### config.mk
export PLATFORM = sky130hd
export DESIGN_NAME = fat_chain_allocator_core
export DESIGN_NICKNAME = d
export VERILOG_FILES = /design/src/rtl/fca_pkg.sv /design/src/rtl/fca_link_mem.sv /design/src/rtl/fat_chain_allocator_core.sv
export SDC_FILE = /design/constraint.sdc
export NUM_CORES = 2
export LEC_CHECK = 0
export ABC_AREA = 1
export ABC_CLOCK_PERIOD_IN_PS = 17100
export BUFFER_PORTS_ARGS = -buffer_cell sky130_fd_sc_hd__buf_2
export CORE_UTILIZATION = 55
export CTS_BUF_LIST = sky130_fd_sc_hd__clkbuf_2
export CTS_CLUSTER_DIAMETER = 200
export CTS_CLUSTER_SIZE = 40
export DETAILED_ROUTE_END_ITERATION = 10
export PLACE_DENSITY = 0.68
export SLEW_MARGIN = 20
export SYNTH_ARGS = -nofsm -noshare
export SYNTH_HDL_FRONTEND = slang
export SYNTH_HIERARCHICAL = 1
export SYNTH_SLANG_ARGS = --single-unit
### constraint.sdc
create_clock -name clk -period 17.1 [get_ports clk]
set_input_delay 1.71 -clock clk [delete_from_list [all_inputs] [get_ports clk]]
set_output_delay 1.71 -clock clk [all_outputs]
set_load 0.005 [all_outputs]
### src/rtl/fca_pkg.sv
// Package for the file allocation table core.
// Types, status and operation codes, sequencer states. No dependencies.
package fca_pkg;

  typedef enum logic [2:0] {
    OP_CREATE = 3'd0,
    OP_REMOVE = 3'd1,
    OP_APPEND = 3'd2,
    OP_FREE   = 3'd3,
    OP_NEXT   = 3'd4,
    OP_FIRST  = 3'd5,
    OP_FORMAT = 3'd6,
    OP_NONE   = 3'd7
  } op_t;

  typedef enum logic [2:0] {
    ST_OK          = 3'd0,
    ST_EXISTS      = 3'd1,
    ST_NOT_FOUND   = 3'd2,
    ST_DIR_FULL    = 3'd3,
    ST_DISK_FULL   = 3'd4,
    ST_NOT_IN_FILE = 3'd5,
    ST_NOT_EMPTY   = 3'd6
  } status_t;

  typedef enum logic [3:0] {
    S_IDLE,
    S_FMT,
    S_SCAN,
    S_DISPATCH,
    S_AL_RD,
    S_AL_WAIT,
    S_WALK,
    S_WALK_WAIT,
    S_FR_RD,
    S_FR_WAIT,
    S_OUT
  } fsm_t;

  localparam int NAME_W  = 48;
  localparam int BLOCK_W = 8;

endpackage

### src/rtl/fca_link_mem.sv
// Link table memory of the file allocation table core.
// One write port, one read port with registered data. Uses fca_pkg.
module fca_link_mem
  import fca_pkg::*;
#(
  parameter int NUM_BLOCKS = 256,
  parameter int AW = 8
) (
  input  logic               clk,
  input  logic               we,
  input  logic [AW-1:0]      waddr,
  input  logic [AW-1:0]      wdata,
  input  logic [AW-1:0]      raddr,
  output logic [AW-1:0]      rdata
);

  logic [AW-1:0] mem [NUM_BLOCKS];

  always_ff @(posedge clk) begin
    if (we) begin
      mem[waddr] <= wdata;
    end
    rdata <= mem[raddr];
  end

endmodule

### src/rtl/fat_chain_allocator_core.sv
// Top level of the file allocation table core: directory, sequencer, link table.
// Depends on fca_pkg and fca_link_mem.
//
// Usage: one command word enters on in_valid/in_ready (kind, file_name,
// block_number); exactly one result word leaves on out_valid/out_ready
// (status, block_out). One command is in work at a time; in_ready is high only
// while the sequencer idles and the output register is empty.
// Timing: create, remove, first and unknown kinds scan the directory, one
// directory slot compared per cycle, then dispatch and output. Append, free
// and next add a walk of the file's chain through the link table, one
// memory read per link (S_WALK_WAIT or S_AL_WAIT, then S_WALK). Format
// sweeps the link table, one link entry written per cycle. A new command is
// taken the cycle after the result leaves.
// Reset: after rst_n the link table is rebuilt by the same sweep as a format,
// with in_ready low; cfg writes are taken meanwhile.
// first_data_block takes effect at the next format.
// Stall: the result holds in the output register until out_ready; no new
// command is taken until then.
module fat_chain_allocator_core
  import fca_pkg::*;
#(
  parameter int DIR_SLOTS  = 16,
  parameter int NUM_BLOCKS = 256
) (
  input  logic                clk,
  input  logic                rst_n,
  input  logic                in_valid,
  output logic                in_ready,
  input  logic [2:0]          in_kind,
  input  logic [NAME_W-1:0]   in_file_name,
  input  logic [BLOCK_W-1:0]  in_block_number,
  output logic                out_valid,
  input  logic                out_ready,
  output logic [2:0]          out_status,
  output logic [BLOCK_W-1:0]  out_block_out,
  input  logic                cfg_we,
  input  logic [7:0]          cfg_wdata
);

  localparam int AW  = (NUM_BLOCKS > 256) ? $clog2(NUM_BLOCKS) : 8;
  localparam int SW  = (DIR_SLOTS > 1) ? $clog2(DIR_SLOTS) : 1;
  localparam int SCW = $clog2(DIR_SLOTS + 1);
  localparam int CW  = $clog2(NUM_BLOCKS + 1);
  localparam logic [CW-1:0] NB_C = CW'(NUM_BLOCKS);

  fsm_t state_r, state_nxt;

  logic [7:0]          fdb_r;
  logic [AW-1:0]       free_head_r, free_head_nxt;
  logic [DIR_SLOTS-1:0] used_r, used_nxt;
  logic [NAME_W-1:0]   name_mem [DIR_SLOTS];
  logic [AW-1:0]       first_mem [DIR_SLOTS];

  op_t                 kind_r;
  logic [NAME_W-1:0]   fname_r;
  logic [AW-1:0]       bn_r;
  logic [SCW-1:0]      scan_r, scan_nxt;
  logic                hit_r, hit_nxt;
  logic [SW-1:0]       hit_slot_r, hit_slot_nxt;
  logic                free_ok_r, free_ok_nxt;
  logic [SW-1:0]       free_slot_r, free_slot_nxt;
  logic [AW-1:0]       first_r, first_nxt;
  logic [AW-1:0]       cur_r, cur_nxt, prev_r, prev_nxt, alloc_r, alloc_nxt;
  logic [CW-1:0]       steps_r, steps_nxt;
  logic [CW-1:0]       fidx_r, fidx_nxt;
  logic [AW-1:0]       fdb_eff_r, fdb_eff_nxt;
  logic                fmt_cmd_r;

  logic                ov_r, ov_nxt;
  logic [2:0]          st_r, st_nxt;
  logic [BLOCK_W-1:0]  bo_r, bo_nxt;

  logic                dir_we;
  logic [SW-1:0]       dir_waddr;
  logic [NAME_W-1:0]   dir_wname;
  logic [AW-1:0]       dir_wfirst;

  logic                lm_we;
  logic [AW-1:0]       lm_waddr, lm_wdata, lm_raddr, lm_rdata;

  logic                accept;
  logic [SW-1:0]       scan_idx;

  assign accept    = in_valid && in_ready;
  assign in_ready  = (state_r == S_IDLE) && !ov_r;
  assign out_valid = ov_r;
  assign out_status = st_r;
  assign out_block_out = bo_r;
  assign scan_idx  = scan_r[SW-1:0];

  fca_link_mem #(.NUM_BLOCKS(NUM_BLOCKS), .AW(AW)) u_link (
    .clk   (clk),
    .we    (lm_we),
    .waddr (lm_waddr),
    .wdata (lm_wdata),
    .raddr (lm_raddr),
    .rdata (lm_rdata)
  );

  always_ff @(posedge clk) begin
    if (dir_we) begin
      name_mem[dir_waddr]  <= dir_wname;
      first_mem[dir_waddr] <= dir_wfirst;
    end
  end

  always_ff @(posedge clk) begin
    if (!rst_n) begin
      state_r     <= S_FMT;
      fdb_r       <= 8'd15;
      free_head_r <= '0;
      used_r      <= '0;
      ov_r        <= 1'b0;
      fidx_r      <= '0;
      fdb_eff_r   <= AW'(15);
    end else begin
      state_r     <= state_nxt;
      if (cfg_we) begin
        fdb_r <= cfg_wdata;
      end
      free_head_r <= free_head_nxt;
      used_r      <= used_nxt;
      ov_r        <= ov_nxt;
      fidx_r      <= fidx_nxt;
      fdb_eff_r   <= fdb_eff_nxt;
    end
  end

  always_ff @(posedge clk) begin
    if (accept) begin
      kind_r  <= op_t'(in_kind);
      fname_r <= in_file_name;
      bn_r    <= AW'(in_block_number);
    end
    scan_r      <= scan_nxt;
    hit_r       <= hit_nxt;
    hit_slot_r  <= hit_slot_nxt;
    free_ok_r   <= free_ok_nxt;
    free_slot_r <= free_slot_nxt;
    first_r     <= first_nxt;
    cur_r       <= cur_nxt;
    prev_r      <= prev_nxt;
    alloc_r     <= alloc_nxt;
    steps_r     <= steps_nxt;
    st_r        <= st_nxt;
    bo_r        <= bo_nxt;
  end

  always_comb begin
    state_nxt     = state_r;
    free_head_nxt = free_head_r;
    used_nxt      = used_r;
    ov_nxt        = ov_r;
    fidx_nxt      = fidx_r;
    fdb_eff_nxt   = fdb_eff_r;
    scan_nxt      = scan_r;
    hit_nxt       = hit_r;
    hit_slot_nxt  = hit_slot_r;
    free_ok_nxt   = free_ok_r;
    free_slot_nxt = free_slot_r;
    first_nxt     = first_r;
    cur_nxt       = cur_r;
    prev_nxt      = prev_r;
    alloc_nxt     = alloc_r;
    steps_nxt     = steps_r;
    st_nxt        = st_r;
    bo_nxt        = bo_r;
    dir_we        = 1'b0;
    dir_waddr     = hit_slot_r;
    dir_wname     = fname_r;
    dir_wfirst    = '0;
    lm_we         = 1'b0;
    lm_waddr      = '0;
    lm_wdata      = '0;
    lm_raddr      = cur_r;

    if (ov_r && out_ready) begin
      ov_nxt = 1'b0;
    end

    case (state_r)
      S_IDLE: begin
        if (accept) begin
          if (op_t'(in_kind) == OP_FORMAT) begin
            fidx_nxt    = '0;
            fdb_eff_nxt = (fdb_r < 8'd2) ? AW'(2) : AW'(fdb_r);
            state_nxt   = S_FMT;
          end else begin
            scan_nxt    = '0;
            hit_nxt     = 1'b0;
            free_ok_nxt = 1'b0;
            state_nxt   = S_SCAN;
          end
        end
      end
      S_FMT: begin
        lm_we    = 1'b1;
        lm_waddr = AW'(fidx_r);
        if ((32'(fidx_r) >= 32'(fdb_eff_r)) && (fidx_r + CW'(1) < NB_C)) begin
          lm_wdata = AW'(fidx_r + CW'(1));
        end
        fidx_nxt = fidx_r + CW'(1);
        if (fidx_r == NB_C - CW'(1)) begin
          used_nxt      = '0;
          free_head_nxt = (32'(fdb_eff_r) < 32'(NUM_BLOCKS)) ? fdb_eff_r : '0;
          state_nxt     = S_IDLE;
          if (fmt_cmd_r) begin
            st_nxt = ST_OK;
            bo_nxt = '0;
            ov_nxt = 1'b1;
          end
        end
      end
      S_SCAN: begin
        if (used_r[scan_idx] && name_mem[scan_idx] == fname_r && !hit_r) begin
          hit_nxt      = 1'b1;
          hit_slot_nxt = scan_idx;
          first_nxt    = first_mem[scan_idx];
        end
        if (!used_r[scan_idx] && !free_ok_r) begin
          free_ok_nxt   = 1'b1;
          free_slot_nxt = scan_idx;
        end
        scan_nxt = scan_r + SCW'(1);
        if (scan_r == SCW'(DIR_SLOTS - 1)) begin
          state_nxt = S_DISPATCH;
        end
      end
      S_DISPATCH: begin
        st_nxt    = ST_OK;
        bo_nxt    = '0;
        state_nxt = S_OUT;
        if (kind_r == OP_CREATE) begin
          if (hit_r) begin
            st_nxt = ST_EXISTS;
          end else if (!free_ok_r) begin
            st_nxt = ST_DIR_FULL;
          end else begin
            dir_we    = 1'b1;
            dir_waddr = free_slot_r;
            used_nxt[free_slot_r] = 1'b1;
          end
        end else if (kind_r == OP_NONE) begin
          st_nxt = ST_OK;
        end else if (!hit_r) begin
          st_nxt = ST_NOT_FOUND;
        end else begin
          case (kind_r)
            OP_REMOVE: begin
              if (first_r != '0) begin
                st_nxt = ST_NOT_EMPTY;
              end else begin
                used_nxt[hit_slot_r] = 1'b0;
              end
            end
            OP_FIRST: begin
              bo_nxt = BLOCK_W'(first_r);
            end
            OP_APPEND: begin
              if (free_head_r == '0) begin
                st_nxt = ST_DISK_FULL;
              end else begin
                alloc_nxt = free_head_r;
                lm_raddr  = free_head_r;
                state_nxt = S_AL_RD;
              end
            end
            default: begin
              cur_nxt   = first_r;
              prev_nxt  = '0;
              steps_nxt = '0;
              lm_raddr  = first_r;
              state_nxt = S_WALK;
            end
          endcase
        end
      end
      S_AL_RD: begin
        free_head_nxt = lm_rdata;
        lm_we    = 1'b1;
        lm_waddr = alloc_r;
        lm_wdata = '0;
        bo_nxt   = BLOCK_W'(alloc_r);
        if (first_r == '0) begin
          dir_we     = 1'b1;
          dir_wfirst = alloc_r;
          state_nxt  = S_OUT;
        end else begin
          cur_nxt   = first_r;
          steps_nxt = '0;
          state_nxt = S_AL_WAIT;
        end
      end
      S_AL_WAIT: begin
        lm_raddr  = cur_r;
        state_nxt = S_WALK;
      end
      S_WALK: begin
        if (kind_r == OP_APPEND) begin
          if (lm_rdata != '0 && steps_r < NB_C) begin
            cur_nxt   = lm_rdata;
            steps_nxt = steps_r + CW'(1);
            state_nxt = S_AL_WAIT;
          end else begin
            lm_we     = 1'b1;
            lm_waddr  = cur_r;
            lm_wdata  = alloc_r;
            state_nxt = S_OUT;
          end
        end else begin
          if (cur_r == '0 || steps_r >= NB_C) begin
            st_nxt    = ST_NOT_IN_FILE;
            state_nxt = S_OUT;
          end else if (cur_r == bn_r) begin
            if (kind_r == OP_NEXT) begin
              bo_nxt    = BLOCK_W'(lm_rdata);
              state_nxt = S_OUT;
            end else begin
              if (prev_r == '0) begin
                dir_we     = 1'b1;
                dir_wfirst = lm_rdata;
              end else begin
                lm_we    = 1'b1;
                lm_waddr = prev_r;
                lm_wdata = lm_rdata;
              end
              state_nxt = S_FR_RD;
            end
          end else begin
            prev_nxt  = cur_r;
            cur_nxt   = lm_rdata;
            steps_nxt = steps_r + CW'(1);
            state_nxt = S_WALK_WAIT;
          end
        end
      end
      S_WALK_WAIT: begin
        lm_raddr  = cur_r;
        state_nxt = S_WALK;
      end
      S_FR_RD: begin
        lm_we         = 1'b1;
        lm_waddr      = bn_r;
        lm_wdata      = free_head_r;
        free_head_nxt = bn_r;
        state_nxt     = S_OUT;
      end
      S_OUT: begin
        ov_nxt    = 1'b1;
        state_nxt = S_IDLE;
      end
      default: begin
        state_nxt = S_IDLE;
      end
    endcase
  end

  always_ff @(posedge clk) begin
    if (!rst_n) begin
      fmt_cmd_r <= 1'b0;
    end else if (accept) begin
      fmt_cmd_r <= (op_t'(in_kind) == OP_FORMAT);
    end else if (state_r == S_FMT && state_nxt == S_IDLE) begin
      fmt_cmd_r <= 1'b0;
    end
  end

  a_ready_idle: assert property (@(posedge clk) disable iff (!rst_n)
    in_ready |-> (state_r == S_IDLE && !ov_r))
    else $error("ready outside idle");
  a_one_result: assert property (@(posedge clk) disable iff (!rst_n)
    (ov_r && !out_ready) |=> ov_r)
    else $error("result lost under stall");
  a_fh_range: assert property (@(posedge clk) disable iff (!rst_n)
    (state_r == S_IDLE) |-> (32'(free_head_r) < 32'(NUM_BLOCKS)))
    else $error("free head out of range");
  a_no_accept_busy: assert property (@(posedge clk) disable iff (!rst_n)
    (state_r != S_IDLE) |-> !accept)
    else $error("accept while busy");

endmodule

==> metrics <==
status finished clean; Rows 177; routed vias 85.1k; CTS tree done; Worst Hold Class in -> reg; GR Overflow Total 0; dominant synthesized flop cell edfxtp_1; # nets final 11.0k; H-tree lvl count 3; count of final setup violators 0; Tcrit/Tclk final 41.4%; Slew headroom 22.7%; drt pass-1 iters 6; initial core utilization 55.5%; die area 237000 um^2; worst reg2reg path startpoint state_r[3]$_SDFF_PN0_; drt initial violations 11.4k; final worst slack 10020 ps; Mapped Cells 11.2k; Non-Filler Instances 14.1k; fmax 0.141 GHz; clk_skew 248 ps; Root Buffer clkbuf_2; wire per inst 24.3 um; EDFF count, synth 3070; FF-to-FF path depth 22; minimum clock period 7080 ps; syn nets 11.3k; Startpoint Class register; post-route ant nets 0; Chip Height 487 um; Hold Startpoint in_file_name[44]; Reg clk slew, reported paths 800 ps; pin count of the biggest net entering global routing 228; dpl hpwl 188000 um; WHS 387 ps; TNS Setup 0 ps; cts bufs inserted 88; Worst Hold Depth 2; Die Span X 487 um; Pwr Density 102 nW/um^2; total track usage 28.4%; Worst-Margin Slew 1160 ps; Leak 0.0473 uW; final WL 342000 um; CTS max path bufs 3; PortBufs 84; antenna violations before repair 18; first-pass GRT wire length 507000 um; RSZ-0062 raised after global routing no; Mean Syn Cell Area 11.5 um^2; number of global-route vias before repair 78.8k; Synth Cell Area 129000 um^2; DP Worst Slack 10540 ps; fin. max-slew vios 0; critical path arrival 8980 ps; Via density 6.04; Placed Instances 13.9k; crit end category register; later-pin clock latency in the skew report 2020 ps; Reg2Reg Setup Slack 10020 ps; core area 233000 um^2; Hold EP dir_wname[44]$_DFFE_PP_; async set or reset register ratio after synthesis 0%; # clock sinks 3137; Worst VDD drop 139 uV; IO Pins 85; layout cell share with drive strength beyond 1 3.76%; Data required, critical path 19000 ps; worst reg2reg path endpoint u_link/rdata[2]$_DFF_P_; post-synthesis cell type count 49; worst-path maximum fanout 184; Yosys Warn Count 6; flip-flop and latch count after synthesis 3137; Area Overhead vs Synth 2.97%; Max Cap Viol 0; Crit Path Category reg -> reg; sequential-to-total area share from yosys stat 72.4%; DRC violations left 0; GP Congestion 0.910; Final Hold Fails 0
## synth_stat cells (10+ instances only)
cell      instances  area (um^2)
nor2_1          710         2670
inv_1           386         1450
buf_6            39          439
o221ai_1         10         87.6
nor4_1           10         62.6
a31oi_1          18          113
nor3_1           21          105
a21oi_1          90          450
dfxtp_1          67         1340
nand3_1        2450        12300
ha_1             13          163
a221oi_1         14          123
o21ai_0         232         1160
nand2_1        3233        12100
edfxtp_1       3070        92200
o211ai_1         68          510
clkbuf_1        196          736
buf_2           335         1680
buf_4            50          375
buf_1            67          251
o21ai_1          29          145
o22ai_1          32          200
nand4_1          14         87.6
## routing by layer
metal,global-route usage (%),wire [um],vias up
met1,42.6,143000,41941
met5,0,109,-
li1,-,-,38468
met4,7.27,8780,16
met3,4.54,35300,430
met2,43.4,155000,4289
## cell families (layout without fill, tap and decap cells)
group / after synthesis / after routing / synth area share [%]
AND/OR/NAND/NOR: 6462 / 6462 / 21.3
flip-flops: 3137 / 3137 / 72.4
buffers and inverters: 1091 / 828 / 3.88
AO/OA/AOI/OAI: 516 / 516 / 2.30
adder cells (fa/ha/maj): 13 / 13 / 0.126
XOR/XNOR: 5 / 5 / 0.0339
other: 0 / 10 / 0
## where the power goes
group          switching (uW)  internal (uW)
Combinational            1980            635
Clock                    2030            186
Sequential                144           8640
## critical path, cell delays in order (launching register included)
cell,delay (ps)
dfxtp_1,460
inv_1,70
nand2_1,110
nor2_2,200
inv_2,70
nor2_2,540
nand3_1,270
inv_1,360
o21ai_4,320
inv_16,390
buf_4,860
buf_4,780
buf_12,520
nand2_1,120
nand3_1,120
nand3_1,210
nand3_1,220
nand3_1,210
nand3_1,180
nand3_1,160
nand2_1,120
nand2_1,60
nand2_1,60
## worst max path at each step
stage | start | to | slack (ps)
6_report | state_r[3]$_SDFF_PN0_ | u_link/rdata[2]$_DFF_P_ | 10020
5_1_grt | state_r[0]$_SDFF_PN1_ | u_link/rdata[2]$_DFF_P_ | 9640
4_1_cts | state_r[3]$_SDFF_PN0_ | u_link/rdata[2]$_DFF_P_ | 10290
3_5_place_dp | state_r[0]$_SDFF_PN1_ | u_link/rdata[2]$_DFF_P_ | 10540
3_3_place_gp | state_r[3]$_SDFF_PN0_ | u_link/rdata[2]$_DFF_P_ | 10680
2_1_floorplan | fidx_r[2]$_SDFFE_PN0P_ | u_link/mem[0][7]$_DFFE_PP_ | 3660
## state kept, by name (all words and copies together), names as in the netlist, 8 cells and up, named ones only
signal	count
bn_r	8
u_link/rdata	8
free_head_r	8
name_mem	768
prev_r	8
cur_r	8
fdb_eff_r	8
u_link/mem	2048
first_mem	128
alloc_r	8
fdb_r	8
steps_r	9
used_r	16
fidx_r	9
dir_wname	48
out_block_out	8
first_r	8
## cell type report
cell class,count,area (um^2)
repair buffers,298,2400
diodes,10,25.0
clock buffers,123,616
inverters,403,1570
flip-flops and latches,3137,93500
clock inverters,4,41.3
fillers,19088,99900
multi-input cells,6996,30900
well taps,3132,3920
## timing repair
item / CTS / global route
buffers inserted: 0 / 0
gates resized for setup: 0 / 0
hold buffers: 83 / 0
endpoints found under the hold margin: 77 / 0
## through the flow
step                total power [uW]  cell area [um^2]  utilization [%]
floorplan                      10600            129000                -
finish                         13600            133000             57.1
detailed placement             11500            131000             56.4
CTS                            13600            133000             57.1
global route                   14100            133000             57.1
global placement               11400            131000             56.4
## cell usage in the layout (no fill, tap or decap), types with 63 or more instances in the layout
cell type,synthesis,layout
nand2_1,3233,3228
edfxtp_1,3070,3070
nand3_1,2450,2450
nor2_1,710,693
inv_1,386,380
o21ai_0,232,229
clkbuf_2,0,123
buf_4,50,117
a21oi_1,90,89
buf_2,335,84
dlygate4sd3_1,0,83
o211ai_1,68,68
dfxtp_1,67,63
Power figures use the tool's default switching activity.
